===== config.mk =====
export PLATFORM = sky130hd
export DESIGN_NAME = md5_message_digest_top
export DESIGN_NICKNAME = d
export VERILOG_FILES = /design/src/rtl/md5_pkg.sv /design/src/rtl/md5_ram.sv /design/src/rtl/md5_core.sv /design/src/rtl/md5_message_digest_top.sv
export SDC_FILE = /design/constraint.sdc
export NUM_CORES = 2
export LEC_CHECK = 0
export BUFFER_PORTS_ARGS = -buffer_cell sky130_fd_sc_hd__buf_4
export CORE_ASPECT_RATIO = 1.75
export CORE_MARGIN = 2
export CORE_UTILIZATION = 55
export CTS_BUF_LIST = sky130_fd_sc_hd__clkbuf_8
export DETAILED_ROUTE_END_ITERATION = 8
export PLACE_DENSITY = 0.74
export SKIP_LAST_GASP = 1
export SLEW_MARGIN = 20
export SYNTH_ARGS = -nofsm -noshare
export SYNTH_HDL_FRONTEND = slang
export SYNTH_SLANG_ARGS = --single-unit
export TNS_END_PERCENT = 50

===== constraint.sdc =====
create_clock -name i_clk -period 11.4 [get_ports i_clk]
set_input_delay 0 -clock i_clk [delete_from_list [all_inputs] [get_ports i_clk]]
set_output_delay 0 -clock i_clk [all_outputs]
set_load 0.01 [all_outputs]

===== src/rtl/md5_pkg.sv =====
// ----------------------------------------------------------------------------
// md5 package
// types, constants and round tables shared by the md5 digest block
// ----------------------------------------------------------------------------
package md5_pkg;

    localparam int unsigned BLOCK_BYTES = 64;
    localparam int unsigned BLK_AW = $clog2(BLOCK_BYTES);
    localparam int unsigned WORD_W = 32;

    localparam logic [31:0] IV_A = 32'h67452301;
    localparam logic [31:0] IV_B = 32'hefcdab89;
    localparam logic [31:0] IV_C = 32'h98badcfe;
    localparam logic [31:0] IV_D = 32'h10325476;

    localparam logic [BLK_AW-1:0] LEN_POS = 6'd56;

    typedef enum logic [2:0] {
        S_IDLE,
        S_PAD,
        S_LOAD,
        S_ROUND,
        S_ADD,
        S_OUT
    } t_state;

    typedef struct packed {
        logic       start;
        logic       done;
        logic [5:0] round;
    } t_core_ctl;

    function automatic logic [31:0] round_k(input logic [5:0] r);
        logic [31:0] k;
        case (r)
            6'd0: k = 32'hd76aa478;  6'd1: k = 32'he8c7b756;
            6'd2: k = 32'h242070db;  6'd3: k = 32'hc1bdceee;
            6'd4: k = 32'hf57c0faf;  6'd5: k = 32'h4787c62a;
            6'd6: k = 32'ha8304613;  6'd7: k = 32'hfd469501;
            6'd8: k = 32'h698098d8;  6'd9: k = 32'h8b44f7af;
            6'd10: k = 32'hffff5bb1; 6'd11: k = 32'h895cd7be;
            6'd12: k = 32'h6b901122; 6'd13: k = 32'hfd987193;
            6'd14: k = 32'ha679438e; 6'd15: k = 32'h49b40821;
            6'd16: k = 32'hf61e2562; 6'd17: k = 32'hc040b340;
            6'd18: k = 32'h265e5a51; 6'd19: k = 32'he9b6c7aa;
            6'd20: k = 32'hd62f105d; 6'd21: k = 32'h02441453;
            6'd22: k = 32'hd8a1e681; 6'd23: k = 32'he7d3fbc8;
            6'd24: k = 32'h21e1cde6; 6'd25: k = 32'hc33707d6;
            6'd26: k = 32'hf4d50d87; 6'd27: k = 32'h455a14ed;
            6'd28: k = 32'ha9e3e905; 6'd29: k = 32'hfcefa3f8;
            6'd30: k = 32'h676f02d9; 6'd31: k = 32'h8d2a4c8a;
            6'd32: k = 32'hfffa3942; 6'd33: k = 32'h8771f681;
            6'd34: k = 32'h6d9d6122; 6'd35: k = 32'hfde5380c;
            6'd36: k = 32'ha4beea44; 6'd37: k = 32'h4bdecfa9;
            6'd38: k = 32'hf6bb4b60; 6'd39: k = 32'hbebfbc70;
            6'd40: k = 32'h289b7ec6; 6'd41: k = 32'heaa127fa;
            6'd42: k = 32'hd4ef3085; 6'd43: k = 32'h04881d05;
            6'd44: k = 32'hd9d4d039; 6'd45: k = 32'he6db99e5;
            6'd46: k = 32'h1fa27cf8; 6'd47: k = 32'hc4ac5665;
            6'd48: k = 32'hf4292244; 6'd49: k = 32'h432aff97;
            6'd50: k = 32'hab9423a7; 6'd51: k = 32'hfc93a039;
            6'd52: k = 32'h655b59c3; 6'd53: k = 32'h8f0ccc92;
            6'd54: k = 32'hffeff47d; 6'd55: k = 32'h85845dd1;
            6'd56: k = 32'h6fa87e4f; 6'd57: k = 32'hfe2ce6e0;
            6'd58: k = 32'ha3014314; 6'd59: k = 32'h4e0811a1;
            6'd60: k = 32'hf7537e82; 6'd61: k = 32'hbd3af235;
            6'd62: k = 32'h2ad7d2bb; default: k = 32'heb86d391;
        endcase
        return k;
    endfunction

    function automatic logic [4:0] round_s(input logic [5:0] r);
        logic [4:0] s;
        case ({r[5:4], r[1:0]})
            4'h0: s = 5'd7;  4'h1: s = 5'd12; 4'h2: s = 5'd17; 4'h3: s = 5'd22;
            4'h4: s = 5'd5;  4'h5: s = 5'd9;  4'h6: s = 5'd14; 4'h7: s = 5'd20;
            4'h8: s = 5'd4;  4'h9: s = 5'd11; 4'ha: s = 5'd16; 4'hb: s = 5'd23;
            4'hc: s = 5'd6;  4'hd: s = 5'd10; 4'he: s = 5'd15; default: s = 5'd21;
        endcase
        return s;
    endfunction

    function automatic logic [3:0] round_g(input logic [5:0] r);
        logic [3:0] g;
        case (r[5:4])
            2'd0: g = r[3:0];
            2'd1: g = 4'(5 * r[3:0] + 1);
            2'd2: g = 4'(3 * r[3:0] + 5);
            default: g = 4'(7 * r[3:0]);
        endcase
        return g;
    endfunction

endpackage


===== src/rtl/md5_ram.sv =====
// ----------------------------------------------------------------------------
// md5 ram
// generic single port ram with registered read
// ----------------------------------------------------------------------------
module md5_ram #(
    parameter int unsigned WIDTH = 8,
    parameter int unsigned DEPTH = 64
) (
    input  logic                     i_clk,
    input  logic                     i_we,
    input  logic [$clog2(DEPTH)-1:0] i_addr,
    input  logic [WIDTH-1:0]         i_wdata,
    output logic [WIDTH-1:0]         o_rdata
);
    logic [WIDTH-1:0] r_mem [DEPTH];

    always_ff @(posedge i_clk) begin
        if (i_we) begin
            r_mem[i_addr] <= i_wdata;
        end
        o_rdata <= r_mem[i_addr];
    end
endmodule


===== src/rtl/md5_core.sv =====
// ----------------------------------------------------------------------------
// md5 round core
// one md5 round per cycle on a shared adder and rotator, chain update at end
// ----------------------------------------------------------------------------
module md5_core import md5_pkg::*; (
    input  logic        i_clk,
    input  logic        i_rst_n,
    input  t_core_ctl   i_ctl,
    input  logic        i_reinit,
    input  logic [31:0] i_w,
    output logic [31:0] o_chain [4]
);
    logic [31:0] r_a, r_b, r_c, r_d;
    logic [31:0] r_h [4];
    logic [31:0] f, sum, rot;
    logic [4:0]  s;

    always_comb begin
        case (i_ctl.round[5:4])
            2'd0: f = (r_b & r_c) | (~r_b & r_d);
            2'd1: f = (r_b & r_d) | (r_c & ~r_d);
            2'd2: f = r_b ^ r_c ^ r_d;
            default: f = r_c ^ (r_b | ~r_d);
        endcase
        sum = r_a + f + round_k(i_ctl.round) + i_w;
        s = round_s(i_ctl.round);
        rot = (sum << s) | (sum >> (6'd32 - {1'b0, s}));
    end

    always_ff @(posedge i_clk) begin
        if (!i_rst_n || i_reinit) begin
            r_h[0] <= IV_A;
            r_h[1] <= IV_B;
            r_h[2] <= IV_C;
            r_h[3] <= IV_D;
        end else if (i_ctl.done) begin
            r_h[0] <= r_h[0] + r_a;
            r_h[1] <= r_h[1] + r_b;
            r_h[2] <= r_h[2] + r_c;
            r_h[3] <= r_h[3] + r_d;
        end
        if (i_ctl.start) begin
            r_a <= r_h[0];
            r_b <= r_h[1];
            r_c <= r_h[2];
            r_d <= r_h[3];
        end else if (!i_ctl.done) begin
            r_a <= r_d;
            r_d <= r_c;
            r_c <= r_b;
            r_b <= r_b + rot;
        end
    end

    assign o_chain = r_h;
endmodule


===== src/rtl/md5_message_digest_top.sv =====
// ----------------------------------------------------------------------------
// md5 message digest
// byte stream md5 with padding, iterative compression and digest output
// ----------------------------------------------------------------------------
// channel  valid    stall    payload
// in       i_valid  o_stall  i_data_byte i_byte_valid i_end_of_message
// out      o_valid  i_stall  o_digest_word o_word_index o_last_word
//
// a byte that does not fill the block is written to the ram without leaving idle
// a full block goes through word loading, the 64 rounds and one chain add
// end of message pads byte by byte and compresses once or twice
// the four digest words then leave one per transaction, honoring i_stall
// reset restores the initial vector and clears the length; no clearing pass
// ----------------------------------------------------------------------------
module md5_message_digest_top import md5_pkg::*; (
    input  logic        i_clk,
    input  logic        i_rst_n,
    input  logic        i_valid,
    output logic        o_stall,
    input  logic [7:0]  i_data_byte,
    input  logic        i_byte_valid,
    input  logic        i_end_of_message,
    output logic        o_valid,
    input  logic        i_stall,
    output logic [31:0] o_digest_word,
    output logic [1:0]  o_word_index,
    output logic        o_last_word
);
    t_state r_state, n_state;
    logic [63:0] r_count, n_count;
    logic [6:0]  r_cnt, n_cnt;
    logic        r_final, n_final;
    logic        r_two, n_two;
    logic        r_pad, n_pad;
    logic [1:0]  r_widx, n_widx;
    logic [31:0] r_w [16];
    logic [31:0] r_wsh;
    logic [31:0] chain [4];
    logic        we;
    logic [BLK_AW-1:0] addr;
    logic [7:0]  wdata, rdata;
    logic [63:0] bits;
    logic        reinit;
    t_core_ctl   ctl;

    md5_ram #(.WIDTH(8), .DEPTH(BLOCK_BYTES)) u_ram (
        .i_clk(i_clk), .i_we(we), .i_addr(addr), .i_wdata(wdata), .o_rdata(rdata)
    );

    md5_core u_core (
        .i_clk(i_clk), .i_rst_n(i_rst_n), .i_ctl(ctl), .i_reinit(reinit),
        .i_w(r_w[round_g(ctl.round)]), .o_chain(chain)
    );

    assign bits = {r_count[60:0], 3'b000};
    assign o_valid = (r_state == S_OUT);
    assign o_digest_word = chain[r_widx];
    assign o_word_index = r_widx;
    assign o_last_word = (r_widx == 2'd3);
    assign o_stall = (r_state != S_IDLE);

    always_comb begin
        n_state = r_state;
        n_count = r_count;
        n_cnt = r_cnt;
        n_final = r_final;
        n_two = r_two;
        n_pad = r_pad;
        n_widx = r_widx;
        we = 1'b0;
        addr = r_count[BLK_AW-1:0];
        wdata = i_data_byte;
        reinit = 1'b0;
        ctl = '{start: 1'b0, done: 1'b0, round: r_cnt[5:0]};
        unique case (r_state)
            S_IDLE: begin
                if (i_valid) begin
                    if (i_byte_valid) begin
                        we = 1'b1;
                        n_count = r_count + 64'd1;
                    end
                    n_final = i_end_of_message;
                    n_cnt = '0;
                    if (i_byte_valid && r_count[5:0] == 6'd63) begin
                        n_state = S_LOAD;
                        n_two = 1'b0;
                        // full block with end of message still needs a pad block
                        n_pad = i_end_of_message;
                    end else if (i_end_of_message) begin
                        n_state = S_PAD;
                        n_two = 1'b1;
                    end
                end
            end
            S_PAD: begin
                // pad byte at position r_cnt relative to count
                addr = r_cnt[BLK_AW-1:0];
                we = 1'b1;
                if (r_cnt[5:0] == r_count[5:0] && r_two) begin
                    wdata = 8'h80;
                end else if (r_cnt[5:0] >= LEN_POS && !(r_two && r_count[5:0] >= LEN_POS)) begin
                    wdata = bits[8*(r_cnt[2:0]) +: 8];
                end else begin
                    wdata = 8'h00;
                end
                if (r_two && r_cnt[5:0] < r_count[5:0]) begin
                    we = 1'b0;
                end
                n_cnt = r_cnt + 7'd1;
                if (r_cnt[5:0] == 6'd63) begin
                    n_cnt = '0;
                    n_state = S_LOAD;
                    // second block needed when marker lands in the length slot
                    n_two = r_two && (r_count[5:0] >= LEN_POS);
                    n_final = !n_two;
                end
            end
            S_LOAD: begin
                // bytes stream out of the ram into the word shift register
                addr = r_cnt[BLK_AW-1:0];
                n_cnt = r_cnt + 7'd1;
                if (r_cnt == 7'd64) begin
                    n_cnt = '0;
                    ctl.start = 1'b1;
                    n_state = S_ROUND;
                end
            end
            S_ROUND: begin
                n_cnt = r_cnt + 7'd1;
                if (r_cnt == 7'd63) begin
                    n_state = S_ADD;
                end
            end
            S_ADD: begin
                ctl.done = 1'b1;
                n_cnt = '0;
                if (r_pad) begin
                    n_pad = 1'b0;
                    n_two = 1'b1;
                    n_state = S_PAD;
                end else if (r_two) begin
                    n_two = 1'b0;
                    n_state = S_PAD;
                end else if (r_final) begin
                    n_widx = '0;
                    n_state = S_OUT;
                end else begin
                    n_state = S_IDLE;
                end
            end
            S_OUT: begin
                ctl.done = 1'b1;
                if (!i_stall) begin
                    n_widx = r_widx + 2'd1;
                    if (r_widx == 2'd3) begin
                        reinit = 1'b1;
                        n_count = '0;
                        n_final = 1'b0;
                        n_state = S_IDLE;
                    end
                end
            end
            default: n_state = S_IDLE;
        endcase
        // chain must hold while outputs stream
        if (r_state == S_OUT && !reinit) begin
            ctl.done = 1'b0;
            ctl.start = 1'b0;
        end
    end

    // second pad pass writes zeros then length; first pass flag r_two marks marker pass
    always_ff @(posedge i_clk) begin
        if (r_state == S_LOAD && r_cnt != 7'd0) begin
            r_wsh <= {rdata, r_wsh[31:8]};
            if (r_cnt[1:0] == 2'd0) begin
                r_w[r_cnt[5:2] - 4'd1] <= {rdata, r_wsh[31:8]};
            end
        end
    end

    always_ff @(posedge i_clk) begin
        if (!i_rst_n) begin
            r_state <= S_IDLE;
            r_count <= '0;
            r_cnt <= '0;
            r_final <= 1'b0;
            r_two <= 1'b0;
            r_pad <= 1'b0;
            r_widx <= '0;
        end else begin
            r_state <= n_state;
            r_count <= n_count;
            r_cnt <= n_cnt;
            r_final <= n_final;
            r_two <= n_two;
            r_pad <= n_pad;
            r_widx <= n_widx;
        end
    end
endmodule


==> out/results.tsv <==
metric	value	unit
place.gp.congestion	1.06	
finalSetupViolations	0	
io_buffers	50	
worstPathArrival	11.54	ns
async_reset_ff_frac	0	
min_path_cells	4	
synth.ff_latch_count	1425	
postRouteAntennaNets	0	
hold_class	in -> reg	
reg2regPathDepth	34	
r2r-start	r_cnt[0]$_SDFFE_PN0P_	
grt_pass1_vias	56700	
track_usage	0.365	
dr_total_vias	57500	
worst_setup_path_start_kind	flip-flop	
die_h	494	um
slew_headroom	0.0738	
maxSlewViolCount	0	
layout-drive-gt1-share	0.122	
max_freq	92.6	MHz
yosys.cell_types.count	109	
initial_core_util	0.555	
grt_pass1_wl	376000	um
rsz0062_at_grt	false	
cts_buffers	197	
syn-num-nets	6940	
die_w	284	um
hpwl	180000	um
boundaryPins	51	
worst_setup_path_end_kind	flip-flop	
drt-initial-drc-count	6508	
min_to	r_final$_SDFFE_PN0P_	
reg2reg_to	u_core.r_b[31]$_DFFE_PP_	
finalCritPeriodShare	0.947	
cts_buffer_depth	3	
status	finished clean	
num-nets-final	6952	
synth_edf_count	1176	
slowest_stage	o21ai_0	
grt_overflow	0	
cts_tree	yes	
hold_viol	0	
yosysWarnings	0	
area_growth_syn_to_layout	8.94	%
syn_inst	6631	
final_common_cell	edfxtp_1	
drc_errors	0	
worstSetupPathType	reg -> reg	
cts-root-buf	clkbuf_8	
clkLatencyLatePin	0.98	ns
viasPerCell	6.67	
h-tree-depth	4	
min_from	i_end_of_message	
synth_ff_type	edfxtp_1	
cap_violations	0	
utilization	0.604	
yosysSeqAreaShare	0.535	
cp_max_fo	63	
clkSinkCount	1425	
post-route-min-period	10.80	ns
die-area	140000	sq um
final_cell_mix	edfxtp_1 (1,176), nand2_1 (897), a21oi_1 (420)	
first_pass_iters	8	
setup_tns	0	ns
routed_wl	259000	um
antenna_found_initial	5	
wl_per_cell	30.1	um
syn_area	75400	sq um
crit_required	12.14	ns
r2r_setup_slack	0.60	ns
worst_path_largest_cell_delay	0.87	ns
design.core.area	136000	sq um
grt_max_degree	97	
tightest_slew	1.37	ns
fin_worst_skew	0.0874	ns
avgSynthCellArea	11.4	sq um
clkSlewWorstSetupHoldPaths	0.07	ns
rows	179	
==> stage by stage <==
stage          std cells  hold WS [ns]  cell area, sq um  setup slack (ns)
2_1_floorplan       6631         0.154             75400              1.14
3_3_place_gp        8225         0.331             77800             0.612
3_5_place_dp        8225         0.332             77800             0.419
4_1_cts             8605       0.00378             81900             0.367
5_1_grt             8619        0.0666             82100            0.0361
6_report            8622        0.0980             82100             0.602
==> synth_stat cells (40+ instances only) <==
cell      instances  area (sq um)
ha_1            226          2830
nand2_1         899          3370
xnor2_1         105           920
a211oi_1         57           428
nor2_1          443          1660
fa_1             69          1380
nor3_1           72           360
mux4_2          202          4550
mux2i_1          62           621
a21o_1           87           653
a31oi_1         149           932
o21ai_0         337          1690
edfxtp_1       1176         35300
o211ai_1        101           758
inv_1           246           923
a22oi_1         151          1130
nand2b_1         43           269
xor2_1          137          1200
buf_1            53           199
clkbuf_1        316          1190
a21oi_1         421          2110
a221oi_1         60           526
nand3_1         177           886
a22o_1           40           350
dfxtp_1         249          4980
==> metal layers <==
metal	track usage	routed length [um]
met5	0	14
met4	0.333	29300
met3	0.0734	19200
met2	0.638	130000
met1	0.366	81300
==> worst max path at each step <==
stage / startpoint / to / slack [ns]
finish: r_cnt[0]$_SDFFE_PN0P_ / u_core.r_b[31]$_DFFE_PP_ / 0.60
global route: r_cnt[0]$_SDFFE_PN0P_ / u_core.r_b[31]$_DFFE_PP_ / 0.04
CTS: r_cnt[0]$_SDFFE_PN0P_ / u_core.r_b[31]$_DFFE_PP_ / 0.37
detailed placement: r_cnt[0]$_SDFFE_PN0P_ / u_core.r_b[31]$_DFFE_PP_ / 0.42
global placement: r_cnt[0]$_SDFFE_PN0P_ / u_core.r_b[31]$_DFFE_PP_ / 0.61
floorplan: r_cnt[1]$_SDFFE_PN0P_ / u_core.r_b[31]$_DFFE_PP_ / 1.14
==> kinds of logic after synthesis <==
group	synth area share
simple gates	0.110
compound gates	0.159
flops	0.535
buf+inv	0.0351
fa+ha+maj	0.0598
mux	0.0720
xor+xnor	0.0287
==> registers in the layout, summed over array words and instances, names as in the netlist, named ones only <==
name / count
r_state: 3
r_final: 1
r_count: 61
r_cnt: 7
u_ram.o_rdata: 8
r_wsh: 24
o_word_index: 2
u_core.o_chain: 128
u_core.r_a: 32
u_core.s: 5
u_core.r_d: 32
r_two: 1
u_ram.r_mem: 512
r_pad: 1
r_w: 512
u_core.r_b: 32
u_core.r_c: 32
==> area by class of cell <==
type	instances	area [sq um]
antenna	5	12.5
clock buffer	212	2920
clock inverter	151	1000
fill	10800	53800
inverter	253	955
multi-input combinational	4552	32900
sequential	1425	40300
tap	1810	2260
timing repair buffer	214	1750
==> critical path, delay by kind of cell (launching register included) <==
kind                       cells  cell delay (ns)
DFF                            1             0.56
and+or+nand+nor                7             0.98
buffers and inverters          5             0.67
AOI/OAI and AO/OA             13             4.40
xor gates and xnor gates       2             0.69
adders and majority gates      5             2.13
muxes                          2             1.13
==> what timing repair did <==
action	CTS	global route
resized for setup	0	9
hold buffers	17	1
endpoints found under the hold margin	518	58
setup endpoints to repair	0	2
setup buffers	0	9
Power is left out: the tool's default activity adds up to more than one toggle a clock period on the data nets, which glitch-free logic cannot reach.
